`src/hw/rtl/assert_macros.svh`:
```
// Assertion helpers for the RTL.
`ifndef ASSERT_MACROS_SVH
`define ASSERT_MACROS_SVH

// Same-cycle implication, checked outside reset.
`define ASSERT_IMPL(label, clk, rst, ante, cons) \
   label: assert property (@(posedge clk) disable iff (rst) (ante) |-> (cons)) \
      else $error("assertion failed");

// Next-cycle implication, checked outside reset.
`define ASSERT_NEXT(label, clk, rst, ante, cons) \
   label: assert property (@(posedge clk) disable iff (rst) (ante) |=> (cons)) \
      else $error("assertion failed");

`endif

```
`src/hw/rtl/psfp_pkg.sv`:
```
`default_nettype none

package psfp_pkg;

   localparam int BYTE_W    = 8;
   localparam int POS_W     = 6;
   localparam int CSR_IDX_W = 2;
   localparam int CMD_DEPTH = 2;

   localparam logic [CSR_IDX_W-1:0] CSR_PREAMBLE_FIRST  = 2'd0;
   localparam logic [CSR_IDX_W-1:0] CSR_PREAMBLE_SECOND = 2'd1;
   localparam logic [CSR_IDX_W-1:0] CSR_FRAME_LENGTH    = 2'd2;

   localparam logic [POS_W-1:0] FRAME_LENGTH_RESET = 6'd50;

   typedef enum logic [1:0] {
      PH_HUNT1,
      PH_HUNT2,
      PH_DATA,
      PH_SUM
   } phase_type;

   typedef struct packed {
      logic              en;
      logic [POS_W-1:0]  addr;
      logic [BYTE_W-1:0] data;
   } store_wr_type;

   typedef struct packed {
      logic             en;
      logic [POS_W-1:0] addr;
   } store_rd_type;

   // Source position for each output position: pair swaps and the 46..49 reversal.
   function automatic logic [POS_W-1:0] source_of(input logic [POS_W-1:0] pos);
      logic [POS_W-1:0] src;
      unique case (pos)
         6'd3, 6'd5, 6'd7, 6'd9, 6'd11, 6'd13, 6'd15, 6'd17,
         6'd19, 6'd22, 6'd24, 6'd28: src = pos + 6'd1;
         6'd4, 6'd6, 6'd8, 6'd10, 6'd12, 6'd14, 6'd16, 6'd18,
         6'd20, 6'd23, 6'd25, 6'd29: src = pos - 6'd1;
         6'd46:   src = 6'd49;
         6'd47:   src = 6'd48;
         6'd48:   src = 6'd47;
         6'd49:   src = 6'd46;
         default: src = pos;
      endcase
      return src;
   endfunction

endpackage

`default_nettype wire

```
`src/hw/rtl/psfp_if.sv`:
```
`default_nettype none

interface psfp_req_if;
   logic       valid;
   logic       ready;
   logic [7:0] rx_byte;

   modport source (output valid, output rx_byte, input ready);
   modport sink   (input valid, input rx_byte, output ready);
endinterface

interface psfp_rsp_if;
   logic       valid;
   logic       ready;
   logic [7:0] frame_byte;
   logic [5:0] byte_index;
   logic       last;

   modport source (output valid, output frame_byte, output byte_index, output last,
                   input ready);
   modport sink   (input valid, input frame_byte, input byte_index, input last,
                   output ready);
endinterface

`default_nettype wire

```
`src/hw/rtl/psfp_store.sv`:
```
`default_nettype none

module psfp_store #(
   parameter int BUFFER_BYTES = 64
) (
   input  wire                            clock,
   input  wire                            reset,
   input  psfp_pkg::store_wr_type         wr,
   input  psfp_pkg::store_rd_type         rd,
   output logic [psfp_pkg::BYTE_W-1:0]    rd_byte
);
   import psfp_pkg::*;

   localparam int AW    = $clog2(BUFFER_BYTES);
   localparam int CMP_W = $clog2(BUFFER_BYTES + 1) + 1;

   logic [BYTE_W-1:0]       store_mem [BUFFER_BYTES];
   logic [BUFFER_BYTES-1:0] valid_ff;
   logic [BYTE_W-1:0]       mem_q_ff;
   logic                    hit_ff;
   logic                    wr_in_range;
   logic                    rd_in_range;
   logic [AW-1:0]           wr_idx;
   logic [AW-1:0]           rd_idx;
   logic                    hit_in;

   always_comb begin
      wr_idx      = AW'(wr.addr);
      rd_idx      = AW'(rd.addr);
      wr_in_range = CMP_W'(wr.addr) < CMP_W'(BUFFER_BYTES);
      rd_in_range = CMP_W'(rd.addr) < CMP_W'(BUFFER_BYTES);
      hit_in      = rd_in_range && valid_ff[rd_idx];
   end

   always_ff @(posedge clock) begin
      if (wr.en && wr_in_range) begin
         store_mem[wr_idx] <= wr.data;
      end
      if (rd.en) begin
         mem_q_ff <= store_mem[rd_idx];
      end
   end

   always_ff @(posedge clock) begin
      if (reset) begin
         valid_ff <= '0;
      end else if (wr.en && wr_in_range) begin
         valid_ff[wr_idx] <= 1'b1;
      end
   end

   always_ff @(posedge clock) begin
      if (rd.en) begin
         hit_ff <= hit_in;
      end
   end

   // never-written and out-of-buffer positions read as zero
   assign rd_byte = hit_ff ? mem_q_ff : '0;

endmodule

`default_nettype wire

```
`src/hw/rtl/psfp_cmd_queue.sv`:
```
`default_nettype none

module psfp_cmd_queue (
   input  wire                          clock,
   input  wire                          reset,
   input  wire                          push,
   input  wire  [psfp_pkg::POS_W-1:0]   push_len,
   input  wire                          pop,
   output logic [psfp_pkg::POS_W-1:0]   pop_len,
   output logic                         empty,
   output logic                         full
);
   import psfp_pkg::*;

   localparam int PTR_W = $clog2(CMD_DEPTH);
   localparam int CNT_W = $clog2(CMD_DEPTH + 1);

   logic [POS_W-1:0] entry_ff [CMD_DEPTH];
   logic [PTR_W-1:0] wr_ptr_ff;
   logic [PTR_W-1:0] rd_ptr_ff;
   logic [CNT_W-1:0] count_ff;
   logic             do_push;
   logic             do_pop;

   assign empty   = (count_ff == '0);
   assign full    = (count_ff == CNT_W'(CMD_DEPTH));
   assign do_push = push && !full;
   assign do_pop  = pop && !empty;
   assign pop_len = entry_ff[rd_ptr_ff];

   always_ff @(posedge clock) begin
      if (do_push) begin
         entry_ff[wr_ptr_ff] <= push_len;
      end
   end

   always_ff @(posedge clock) begin
      if (reset) begin
         wr_ptr_ff <= '0;
         rd_ptr_ff <= '0;
         count_ff  <= '0;
      end else begin
         if (do_push) begin
            wr_ptr_ff <= (wr_ptr_ff == PTR_W'(CMD_DEPTH - 1)) ? '0 : wr_ptr_ff + 1'b1;
         end
         if (do_pop) begin
            rd_ptr_ff <= (rd_ptr_ff == PTR_W'(CMD_DEPTH - 1)) ? '0 : rd_ptr_ff + 1'b1;
         end
         if (do_push && !do_pop) begin
            count_ff <= count_ff + 1'b1;
         end else if (do_pop && !do_push) begin
            count_ff <= count_ff - 1'b1;
         end
      end
   end

endmodule

`default_nettype wire

```
`src/hw/rtl/psfp_front.sv`:
```
`default_nettype none

module psfp_front #(
   parameter int BUFFER_BYTES = 64
) (
   input  wire                                 clock,
   input  wire                                 reset,
   psfp_req_if.sink                            req_chan,
   input  wire                                 csr_we,
   input  wire  [psfp_pkg::CSR_IDX_W-1:0]      csr_index,
   input  wire  [psfp_pkg::BYTE_W-1:0]         csr_wdata,
   input  wire                                 hold,
   output psfp_pkg::store_wr_type              wr,
   output logic                                push,
   output logic [psfp_pkg::POS_W-1:0]          push_len
);
   import psfp_pkg::*;

   localparam int CMP_W = $clog2(BUFFER_BYTES + 1) + 1;

   logic [BYTE_W-1:0] pre_first_ff;
   logic [BYTE_W-1:0] pre_second_ff;
   logic [POS_W-1:0]  frame_len_ff;

   phase_type         phase_ff;
   phase_type         phase_in;
   logic [POS_W-1:0]  wp_ff;
   logic [POS_W-1:0]  wp_in;
   logic [BYTE_W-1:0] sum_ff;
   logic [BYTE_W-1:0] sum_in;

   logic              accept;
   logic [BYTE_W-1:0] b;
   logic [POS_W-1:0]  wp_next;
   logic              overflow;
   logic              data_done;

   assign req_chan.ready = !hold;
   assign accept         = req_chan.valid && !hold;
   assign b              = req_chan.rx_byte;
   assign push_len       = frame_len_ff;

   always_ff @(posedge clock) begin
      if (reset) begin
         pre_first_ff  <= '0;
         pre_second_ff <= '0;
         frame_len_ff  <= FRAME_LENGTH_RESET;
      end else if (csr_we) begin
         unique case (csr_index)
            CSR_PREAMBLE_FIRST:  pre_first_ff  <= csr_wdata;
            CSR_PREAMBLE_SECOND: pre_second_ff <= csr_wdata;
            CSR_FRAME_LENGTH:    frame_len_ff  <= csr_wdata[POS_W-1:0];
            default: ;
         endcase
      end
   end

   always_ff @(posedge clock) begin
      if (reset) begin
         phase_ff <= PH_HUNT1;
         wp_ff    <= '0;
         sum_ff   <= '0;
      end else begin
         phase_ff <= phase_in;
         wp_ff    <= wp_in;
         sum_ff   <= sum_in;
      end
   end

   always_comb begin
      wp_next   = wp_ff + 6'd1;
      overflow  = CMP_W'(wp_ff) >= CMP_W'(BUFFER_BYTES - 1);
      data_done = (frame_len_ff == '0) ||
                  ({1'b0, wp_next} >= ({1'b0, frame_len_ff} - 7'd1));

      phase_in = phase_ff;
      wp_in    = wp_ff;
      sum_in   = sum_ff;
      wr       = '0;
      push     = 1'b0;

      if (accept) begin
         unique case (phase_ff)
            PH_HUNT1: begin
               wp_in   = '0;
               sum_in  = '0;
               wr.en   = 1'b1;
               wr.addr = '0;
               wr.data = b;
               if (b == pre_first_ff) begin
                  phase_in = PH_HUNT2;
               end
            end
            PH_HUNT2: begin
               if (b == pre_second_ff) begin
                  wp_in    = 6'd2;
                  wr.en    = 1'b1;
                  wr.addr  = 6'd1;
                  wr.data  = b;
                  phase_in = PH_DATA;
               end else begin
                  phase_in = PH_HUNT1;
               end
            end
            PH_DATA: begin
               if (overflow) begin
                  phase_in = PH_HUNT1;
               end else begin
                  wr.en   = 1'b1;
                  wr.addr = wp_ff;
                  wr.data = b;
                  wp_in   = wp_next;
                  sum_in  = sum_ff + b;
                  if (data_done) begin
                     phase_in = PH_SUM;
                  end
               end
            end
            PH_SUM: begin
               wr.en    = 1'b1;
               wr.addr  = wp_ff;
               wr.data  = b;
               push     = (sum_ff == b) && (frame_len_ff != '0);
               phase_in = PH_HUNT1;
            end
            default: phase_in = PH_HUNT1;
         endcase
      end
   end

endmodule

`default_nettype wire

```
`src/hw/rtl/psfp_back.sv`:
```
`default_nettype none

module psfp_back (
   input  wire                              clock,
   input  wire                              reset,
   input  wire                              q_empty,
   input  wire  [psfp_pkg::POS_W-1:0]       q_len,
   output logic                             q_pop,
   output psfp_pkg::store_rd_type           rd,
   input  wire  [psfp_pkg::BYTE_W-1:0]      rd_byte,
   output logic                             busy,
   psfp_rsp_if.source                       rsp_chan
);
   import psfp_pkg::*;

   logic             active_ff;
   logic [POS_W-1:0] len_ff;
   logic [POS_W-1:0] count_ff;
   logic             out_valid_ff;
   logic [POS_W-1:0] idx_ff;
   logic             last_ff;
   logic             issue;
   logic             is_last;

   assign busy    = active_ff;
   assign q_pop   = !active_ff && !q_empty;
   assign issue   = active_ff && (!out_valid_ff || rsp_chan.ready);
   assign is_last = (count_ff == len_ff - 6'd1);
   assign rd.en   = issue;
   assign rd.addr = source_of(count_ff);

   always_ff @(posedge clock) begin
      if (reset) begin
         active_ff    <= 1'b0;
         out_valid_ff <= 1'b0;
      end else begin
         if (q_pop) begin
            active_ff <= 1'b1;
         end else if (issue && is_last) begin
            active_ff <= 1'b0;
         end
         if (issue) begin
            out_valid_ff <= 1'b1;
         end else if (rsp_chan.ready) begin
            out_valid_ff <= 1'b0;
         end
      end
   end

   always_ff @(posedge clock) begin
      if (q_pop) begin
         len_ff   <= q_len;
         count_ff <= '0;
      end else if (issue) begin
         count_ff <= count_ff + 6'd1;
      end
      if (issue) begin
         idx_ff  <= count_ff;
         last_ff <= is_last;
      end
   end

   assign rsp_chan.valid      = out_valid_ff;
   assign rsp_chan.frame_byte = rd_byte;
   assign rsp_chan.byte_index = idx_ff;
   assign rsp_chan.last       = last_ff;

endmodule

`default_nettype wire

```
`src/hw/rtl/preamble_sum_frame_parser.sv`:
```
// After its checksum byte is taken, a matched frame's first byte passes the command queue,
// the emitter's active flag and the registered store read. Throughput: one rx byte per cycle
// while hunting and collecting; after a checksum match input ready stays low while the emitter
// reads the frame store, one store read port, one byte per cycle while the output is ready.
// Reset (synchronous, active high): hunting, registers at 0/0/50, frame store reads as zero.
`default_nettype none

module preamble_sum_frame_parser #(
   parameter int BUFFER_BYTES = 64
) (
   input  wire                               clock,
   input  wire                               reset,
   psfp_req_if.sink                          req_chan,
   psfp_rsp_if.source                        rsp_chan,
   input  wire                               csr_we,
   input  wire  [psfp_pkg::CSR_IDX_W-1:0]    csr_index,
   input  wire  [psfp_pkg::BYTE_W-1:0]       csr_wdata
);
   import psfp_pkg::*;
   `include "assert_macros.svh"

   store_wr_type      wr;
   store_rd_type      rd;
   logic [BYTE_W-1:0] rd_byte;
   logic              push;
   logic [POS_W-1:0]  push_len;
   logic              q_pop;
   logic [POS_W-1:0]  q_len;
   logic              q_empty;
   logic              q_full;
   logic              back_busy;
   logic              hold;

   assign hold = !q_empty || q_full || back_busy;

   psfp_front #(.BUFFER_BYTES(BUFFER_BYTES)) u_front (
      .clock     (clock),
      .reset     (reset),
      .req_chan  (req_chan),
      .csr_we    (csr_we),
      .csr_index (csr_index),
      .csr_wdata (csr_wdata),
      .hold      (hold),
      .wr        (wr),
      .push      (push),
      .push_len  (push_len)
   );

   psfp_cmd_queue u_queue (
      .clock    (clock),
      .reset    (reset),
      .push     (push),
      .push_len (push_len),
      .pop      (q_pop),
      .pop_len  (q_len),
      .empty    (q_empty),
      .full     (q_full)
   );

   psfp_store #(.BUFFER_BYTES(BUFFER_BYTES)) u_store (
      .clock   (clock),
      .reset   (reset),
      .wr      (wr),
      .rd      (rd),
      .rd_byte (rd_byte)
   );

   psfp_back u_back (
      .clock    (clock),
      .reset    (reset),
      .q_empty  (q_empty),
      .q_len    (q_len),
      .q_pop    (q_pop),
      .rd       (rd),
      .rd_byte  (rd_byte),
      .busy     (back_busy),
      .rsp_chan (rsp_chan)
   );

   `ASSERT_IMPL(a_no_write_while_emit, clock, reset, back_busy, !wr.en)
   `ASSERT_IMPL(a_push_has_room, clock, reset, push, !q_full)
   `ASSERT_NEXT(a_hold_after_match, clock, reset, push, !req_chan.ready)
   `ASSERT_IMPL(a_read_only_when_busy, clock, reset, rd.en, back_busy)

endmodule

`default_nettype wire

```
`src/flat_wrapper.sv`:
```
// flat-port wrapper written by rule: the top's interface ports become plain ports
module preamble_sum_frame_parser_flat import psfp_pkg::*;
#(
   parameter int BUFFER_BYTES = 64
)
  (clock, reset, csr_we, csr_index, csr_wdata, req_chan_valid, req_chan_rx_byte, req_chan_ready, rsp_chan_valid, rsp_chan_frame_byte, rsp_chan_byte_index, rsp_chan_last, rsp_chan_ready);
  psfp_req_if req_chan_i ();
  psfp_rsp_if rsp_chan_i ();
  input  wire clock;
  input  wire reset;
  input  wire csr_we;
  input  wire  [psfp_pkg::CSR_IDX_W-1:0] csr_index;
  input  wire  [psfp_pkg::BYTE_W-1:0] csr_wdata;
  input wire logic [$bits(req_chan_i.valid)-1:0] req_chan_valid;
  input wire logic [$bits(req_chan_i.rx_byte)-1:0] req_chan_rx_byte;
  output wire logic [$bits(req_chan_i.ready)-1:0] req_chan_ready;
  output wire logic [$bits(rsp_chan_i.valid)-1:0] rsp_chan_valid;
  output wire logic [$bits(rsp_chan_i.frame_byte)-1:0] rsp_chan_frame_byte;
  output wire logic [$bits(rsp_chan_i.byte_index)-1:0] rsp_chan_byte_index;
  output wire logic [$bits(rsp_chan_i.last)-1:0] rsp_chan_last;
  input wire logic [$bits(rsp_chan_i.ready)-1:0] rsp_chan_ready;
  assign req_chan_i.valid = req_chan_valid;
  assign req_chan_i.rx_byte = req_chan_rx_byte;
  assign req_chan_ready = req_chan_i.ready;
  assign rsp_chan_valid = rsp_chan_i.valid;
  assign rsp_chan_frame_byte = rsp_chan_i.frame_byte;
  assign rsp_chan_byte_index = rsp_chan_i.byte_index;
  assign rsp_chan_last = rsp_chan_i.last;
  assign rsp_chan_i.ready = rsp_chan_ready;
  preamble_sum_frame_parser #(.BUFFER_BYTES(BUFFER_BYTES)) u_core (.clock(clock), .reset(reset), .req_chan(req_chan_i), .rsp_chan(rsp_chan_i), .csr_we(csr_we), .csr_index(csr_index), .csr_wdata(csr_wdata));
endmodule
```
`config.mk`:
```
export PLATFORM = sky130hd
export DESIGN_NAME = preamble_sum_frame_parser_flat
export DESIGN_NICKNAME = d
export VERILOG_FILES = /design/src/hw/rtl/psfp_pkg.sv /design/src/hw/rtl/psfp_if.sv /design/src/hw/rtl/psfp_store.sv /design/src/hw/rtl/psfp_cmd_queue.sv /design/src/hw/rtl/psfp_front.sv /design/src/hw/rtl/psfp_back.sv /design/src/hw/rtl/preamble_sum_frame_parser.sv /design/src/flat_wrapper.sv
export VERILOG_INCLUDE_DIRS = /design/src /design/src/hw/rtl
export SDC_FILE = /design/constraint.sdc
export NUM_CORES = 1
export LEC_CHECK = 0
export BUFFER_PORTS_ARGS = -buffer_cell sky130_fd_sc_hd__buf_2
export CORE_ASPECT_RATIO = 0.7
export CORE_MARGIN = 2
export CORE_UTILIZATION = 34
export CTS_BUF_LIST = sky130_fd_sc_hd__clkbuf_2 sky130_fd_sc_hd__clkbuf_4 sky130_fd_sc_hd__clkbuf_8
export CTS_CLUSTER_SIZE = 16
export DETAILED_ROUTE_END_ITERATION = 7
export GPL_TIMING_DRIVEN = 0
export PLACE_DENSITY = 0.57
export RECOVER_POWER = 25
export SLEW_MARGIN = 20
export SYNTH_ARGS = -nofsm -noshare
export SYNTH_HDL_FRONTEND = slang
export SYNTH_SLANG_ARGS = --single-unit
```
`constraint.sdc`:
```
create_clock -name clock -period 4.5 [get_ports clock]
set_input_delay 0.45 -clock clock [delete_from_list [all_inputs] [get_ports clock]]
set_output_delay 0.45 -clock clock [all_outputs]
set_load 0.005 [all_outputs]
```
==> reports/results.tsv, run 1 <==
metric	value	unit
grt-ovfl-total	0	
min_period_over_period	100.4	%
max_freq	221.4	MHz
crit_fanout	6	
async_flop_share	0	%
cts_tree	built	
holdPathEnd	u_core.u_front.phase_ff[1]	
max_stage_delay	0.50	ns
grt_max_degree	65	
crit_path_start_kind	flip-flop	
cap_violations	0	
hold_class	input pin to flip-flop	
fin_nets	2357	
end_kind	flip-flop	
slew-limit-headroom	20.65	%
coreArea	82030	µm²
die-height	244.2	µm
cp_slowest_cell	mux4_2	
clkTransAtPathRegs	0.06	ns
tightestPinTransition	1.181	ns
cp-startpoint	u_core.u_back.count_ff[0]	
final_common_cell	edfxtp_1	
wirelength	88880	µm
start_util	34.15	%
antennaDiodeCount	0	
boundaryPins	40	
vias	19620	
root_buffer	clkbuf_8	
synth_fp_nets	2170	
grt.total_usage	20.59	%
ff2ff_path_depth	16	
htreeDepth	3	
violations	negative setup slack	
grt_util_met1	30.98	%
syn-cell-area	28010	µm²
setup_ws	-0.01726	ns
ys_seq_area_share	66.67	%
arrival	4.94	ns
status	finished, violations left	
gp_congestion	0.9635	
cts_buffers	99	
final_util	40.08	%
clk_latency	0.75	ns
final_cell_mix	edfxtp_1, nand2_1, nor2_1	
rr_startpoint	u_core.u_back.count_ff[0]	
drtIter0Drc	2543	
hp-start	req_chan_valid	
use_met3	6.762	%
path_cells	clkbuf_16 > clkinvlp_4 > ha_4 > nor2_2 > or4b_4 > a311o_1 > a32oi_4 > and2_4 > buf_12 > buf_12 > buf_4 > mux4_2 > a22o_1 > a2111oi_2 > buf_4 > nand4_1	
hpwl	61310	µm
final_cells	3458	
synth_edf_count	546	
io_buffers	37	
drtAntennaViolNets	0	
rsz0062_at_grt	yes	
setup_viol	2	
yosys_warnings	0	
peakVddDrop	0.0002812	V
grt_pass1_wl	128800	µm
grt.met2_usage	27.79	%
dr.pass1.iters	6	
r2r_slack	-0.02	ns
fin_skew	0.05021	ns
route.detailed.drc	0	
top_usage_layer	met1	
die_width	347.1	µm
synth_seq_cells	660	
die-area	84740	µm²
final_hold_viol_count	0	
whs_path_depth	4	
ys.flop_type	edfxtp_1	
syn_inst	2117	
cts_buffer_depth	3	
crit_type	flip-flop to flip-flop	
syn_area_per_cell	13.23	µm²
power.leakage	11.03	nW
post-route-min-period	4.517	ns
place_inst	3248	
drive_above_1_share	20.31	%
r2r-end	u_core.u_store.mem_q_ff[1]	
wire_per_inst	25.70	µm
antenna_found_initial	1	
numClockSinks	660	
power.density	632.9	nW/µm²
synth.distinct_cells	75	
crit_required	4.92	ns
num_rows	88	
grt_pass1_vias	18980	
viasPerCell	5.675	
syn2layout_area_growth	17.37	%
drv_slew	0	
## registers in the layout (all words and copies together), names as in the netlist
name,cells
u_core.u_store.store_mem,512
u_core.u_store.valid_ff,64
u_core.u_queue.entry_ff,12
u_core.u_front.pre_first_ff,8
u_core.u_front.pre_second_ff,8
u_core.u_front.sum_ff,8
u_core.u_store.mem_q_ff,8
u_core.u_back.count_ff,6
u_core.u_back.len_ff,6
u_core.u_back.rsp_chan.byte_index,6
u_core.u_front.push_len,6
u_core.u_front.wp_ff,6
u_core.u_front.phase_ff,2
u_core.u_queue.count_ff,2
u_core.u_back.busy,1
u_core.u_back.rsp_chan.last,1
u_core.u_back.rsp_chan.valid,1
u_core.u_queue.rd_ptr_ff,1
u_core.u_queue.wr_ptr_ff,1
u_core.u_store.hit_ff,1
## critical path, delay by kind of cell, from the launching register on
kind,cells,cell delay [ns]
AO/OA/AOI/OAI,4,1.37
adder cells (fa/ha/maj),1,0.18
buffers and inverters,6,0.88
flip-flops,1,0.35
multiplexers,1,0.50
AND/OR/NAND/NOR,4,0.93
## cell type report
class	count	area [µm²]
fillers	7652	49150
flip-flops and latches	660	18680
multi-input cells	1286	9251
clock buffers	146	1772
well taps	1080	1351
plain buffers	149	804.5
repair buffers	87	740.7
clock inverters	29	192.7
inverters	21	85.08
## worst max-delay path by stage
stage / to / slack [ns] / cells past startpoint
finish: u_core.u_store.mem_q_ff[1] / -0.02 / 16
global route: u_core.u_store.mem_q_ff[6] / -0.12 / 14
CTS: u_core.u_store.mem_q_ff[7] / -0.02 / 13
detailed placement: u_core.u_store.mem_q_ff[6] / -1.63 / 13
global placement: u_core.u_store.mem_q_ff[1] / -2.72 / 15
floorplan: u_core.u_store.mem_q_ff[3] / 0.44 / 14
## layer usage
layer	wire length [µm]	share of wire (%)
met5	0	0
met4	2258	2.5
met3	10630	12
met2	35630	40
met1	40360	45
## cell usage after synthesis, types with 19 or more instances
cell	number	area (µm²)
a211oi_1	116	870.8
a21boi_0	38	285.3
a21oi_1	86	430.4
a311oi_1	83	727.0
and2_1	22	137.6
and3_1	109	681.9
clkbuf_1	114	427.9
dfxtp_1	114	2282
edfxtp_1	546	16400
ha_1	29	362.9
inv_1	21	78.83
mux2i_1	30	300.3
mux4_2	28	630.6
nand2_1	200	750.7
nand4_1	25	156.4
nor2_1	211	792.0
nor4_1	19	118.9
o32ai_1	19	166.4
xnor2_1	29	254.0
## stage by stage
step                power, mW  worst slack [ns]  area [µm²]  hold slack [ns]  setup TNS (ns)
CTS                     20.24          -0.01543       32390          0.09528        -0.02196
global placement        14.45            -2.724       29550           0.4216         -345.72
floorplan               11.44            0.4383       28010           0.4095               0
global route            21.51           -0.1186       32880           0.1604         -0.3796
finish                  20.81          -0.01726       32880           0.1295        -0.02026
detailed placement      14.76            -1.627       29850           0.4373          -12.98
## power breakdown
group	internal, mW	total (mW)	switching, mW
logic	2.82	8.57	5.76
registers	7.14	7.23	0.0890
clock network	2.63	5.01	2.38
total	12.6	20.8	8.22
## cell families (layout without fill, tap and decap cells)
| group | Yosys count | in the layout | share of synthesized area [%] |
|---|---|---|---|
| muxes | 69 | 69 | 3.979 |
| xor gates and xnor gates | 47 | 47 | 1.469 |
| AOI/OAI and AO/OA | 465 | 465 | 12.39 |
| and+or+nand+nor | 675 | 675 | 11.52 |
| adders and majority gates | 30 | 30 | 1.367 |
| DFF | 660 | 660 | 66.67 |
| buffers and inverters | 171 | 432 | 2.608 |
## timing repair
action                                  in CTS  in global routing
endpoints found under the hold margin       17                  0
pin swaps                                   12                 24
hold buffers                                 9                  0
buffers inserted                            13                 13
resized for setup                          112                118
cloned                                       1                  0
endpoints found under the setup margin      27                437
No activity file was read; power rests on OpenSTA's default activity.
==> run 2, diff against run 1 <==
CTS_CLUSTER_DIAMETER = 60   (was not set)
PLACE_DENSITY = not set   (was 0.57)
TNS_END_PERCENT = 1   (was not set)
==> reports/results.tsv, run 2 (synthesis results as in run 1) <==
metric	value	unit	change
status	finished, violations left		
violations	negative setup slack		
crit_fanout	10		+4
vias	19570		-0.28%
grt_pass1_wl	126300	µm	-1.9%
drive_above_1_share	15.62	%	-4.7 points
place_area	29860	µm²	about the same
power.leakage	10.41	nW	-5.6%
cts_buffer_depth	3		unchanged
wirelength	86830	µm	-2.3%
final_hold_viol_count	0		unchanged
cap_violations	0		unchanged
route.detailed.drc	0		unchanged
tightestPinTransition	1.191	ns	+0.009790 ns
fin_nets	2292		-2.8%
cpLargestDelayFamily	compound AO/OA/AOI/OAI gates		
largest_registers	u_core.u_store.store_mem (512), u_core.u_store.valid_ff (64), u_core.u_queue.entry_ff (12)		
grt.total_usage	20.11	%	-0.49 points
root_buffer	clkbuf_8		
slew-limit-headroom	19.87	%	-0.78 points
arrival	5.01	ns	+0.07 ns
htreeDepth	2		-1
crit_path_start_kind	flip-flop		
path_cells	clkbuf_16 > clkinvlp_4 > ha_4 > buf_4 > o21ai_0 > o21ai_0 > o21ai_2 > o211a_1 > buf_4 > nand2_4 > buf_2 > clkbuf_1 > nand2_1 > a311oi_1 > a2111oi_4 > nand4_1		
crit_type	flip-flop to flip-flop		
drtAntennaViolNets	0		unchanged
boundaryPins	40		unchanged
syn2layout_area_growth	12.79	%	
die-height	244.2	µm	unchanged
io_buffers	37		unchanged
cts_tree	built		
die_width	347.1	µm	unchanged
wire_per_inst	25.84	µm	+0.54%
post-route-min-period	4.611	ns	+0.09381 ns
cp_slowest_cell	a2111oi_4		
drtIter0Drc	2827		+11%
hp-start	rsp_chan_ready		
peakVddDrop	0.0002907	V	+3.4%
max_freq	216.9	MHz	-2.0%
die-area	84740	µm²	unchanged
antenna_found_initial	1		unchanged
coreArea	82030	µm²	unchanged
drv_slew	0		unchanged
grt-ovfl-total	0		unchanged
largest_reg_flops	512		unchanged
numClockSinks	660		unchanged
regMostFlops	u_core.u_store.store_mem		
max_stage_delay	0.64	ns	+0.14 ns
num_rows	88		unchanged
grt_pass1_vias	18620		-1.9%
clk_latency	0.71	ns	-0.04 ns
design_area	31600	µm²	-3.9%
setup_viol	5		+3
final.setup.tns	-0.2669	ns	-0.2467 ns
dr.pass1.iters	6		unchanged
rsz0062_at_grt	yes		
power.density	598.2	nW/µm²	-5.5%
final_cell_mix	edfxtp_1, nand2_1, nor2_1		
hold_class	input pin to flip-flop		
viasPerCell	5.824		+2.6%
crit_required	4.90	ns	-0.02 ns
hpwl	61000	µm	-0.50%
min_period_over_period	102.5	%	+2.1 points
final_common_cell	edfxtp_1		
cp-startpoint	u_core.u_back.count_ff[0]		
setup_ws	-0.1111	ns	-0.09381 ns
end_kind	flip-flop		
clkTransAtPathRegs	0.10	ns	+0.04 ns
start_util	34.15	%	unchanged
gp_congestion	0.9520		-1.2%
fin_skew	0.04114	ns	-0.009071 ns
grt_max_degree	65		unchanged
critPathBufInv	6		unchanged
cts_buffers	48		-52%
rr_startpoint	u_core.u_back.count_ff[0]		
==> run 2: per-stage QoR <==
stage          power [mW]  hold slack [ns]  std cells  utilization, %  worst slack, ns
2_1_floorplan       11.44           0.4095       2117               -           0.4383
6_report            18.90          0.06232       3360           38.52          -0.1111
3_5_place_dp        14.69           0.4235       3248           36.40           -1.828
3_3_place_gp        14.34           0.4241       3234           36.03           -2.665
4_1_cts             18.57         0.002716       3353           38.36         0.002869
5_1_grt             19.56          0.05344       3360           38.52          -0.2160
==> run 2: timing repair <==
item / in CTS / in global routing
pin swaps: 16 / 13
hold buffers: 6 / 0
resized for setup: 109 / 85
gates cloned: 1 / 0
setup buffers: 9 / 7
endpoints found under the hold margin: 9 / 0
endpoints found under the setup margin: 9 / 310
==> run 2: cell type report <==
cell class                      count  area [µm²]
Clock inverter                      5       88.84
Fill cell                        7662       50430
Antenna cell                        1       2.502
Sequential cell                   660       18680
Tap cell                         1080        1351
Buffer                            148       793.3
Multi-Input combinational cell   1286        9100
Timing Repair Buffer               74       545.5
Clock buffer                       85       950.9
Inverter                           21       82.58
==> run 2: layer usage <==
| metal | global-route usage [%] | share of wire (%) | vias up |
|---|---|---|---|
| met4 | 5.320 | 2.2 | 0 |
| met1 | 30.65 | 45 | 9893 |
| met2 | 27.41 | 40 | 1115 |
| li1 | - | - | 8413 |
| met3 | 5.956 | 13 | 148 |
| met5 | 0 | 0 | - |
==> run 2: power by group <==
group          switching [mW]  internal, mW
Sequential             0.0881          7.14
Clock                    2.01          1.46
Combinational            5.62          2.59
Total                    7.72          11.2
==> run 2: worst min-delay path, stage by stage <==
cell and delay, ns:
buf_2 0.07, nand2b_1 0.11, a21oi_1 0.07
==> run 2: final timing paths <==
path | to | slack [ns] | cells after the start
worst max register to register | u_core.u_store.mem_q_ff[7] | -0.11 | 16
worst min-delay path | u_core.u_back.rsp_chan.valid | 0.06 | 3
worst min register to register | u_core.u_back.rsp_chan.byte_index[4] | 0.45 | 0
worst max-delay path | u_core.u_store.mem_q_ff[7] | -0.11 | 16
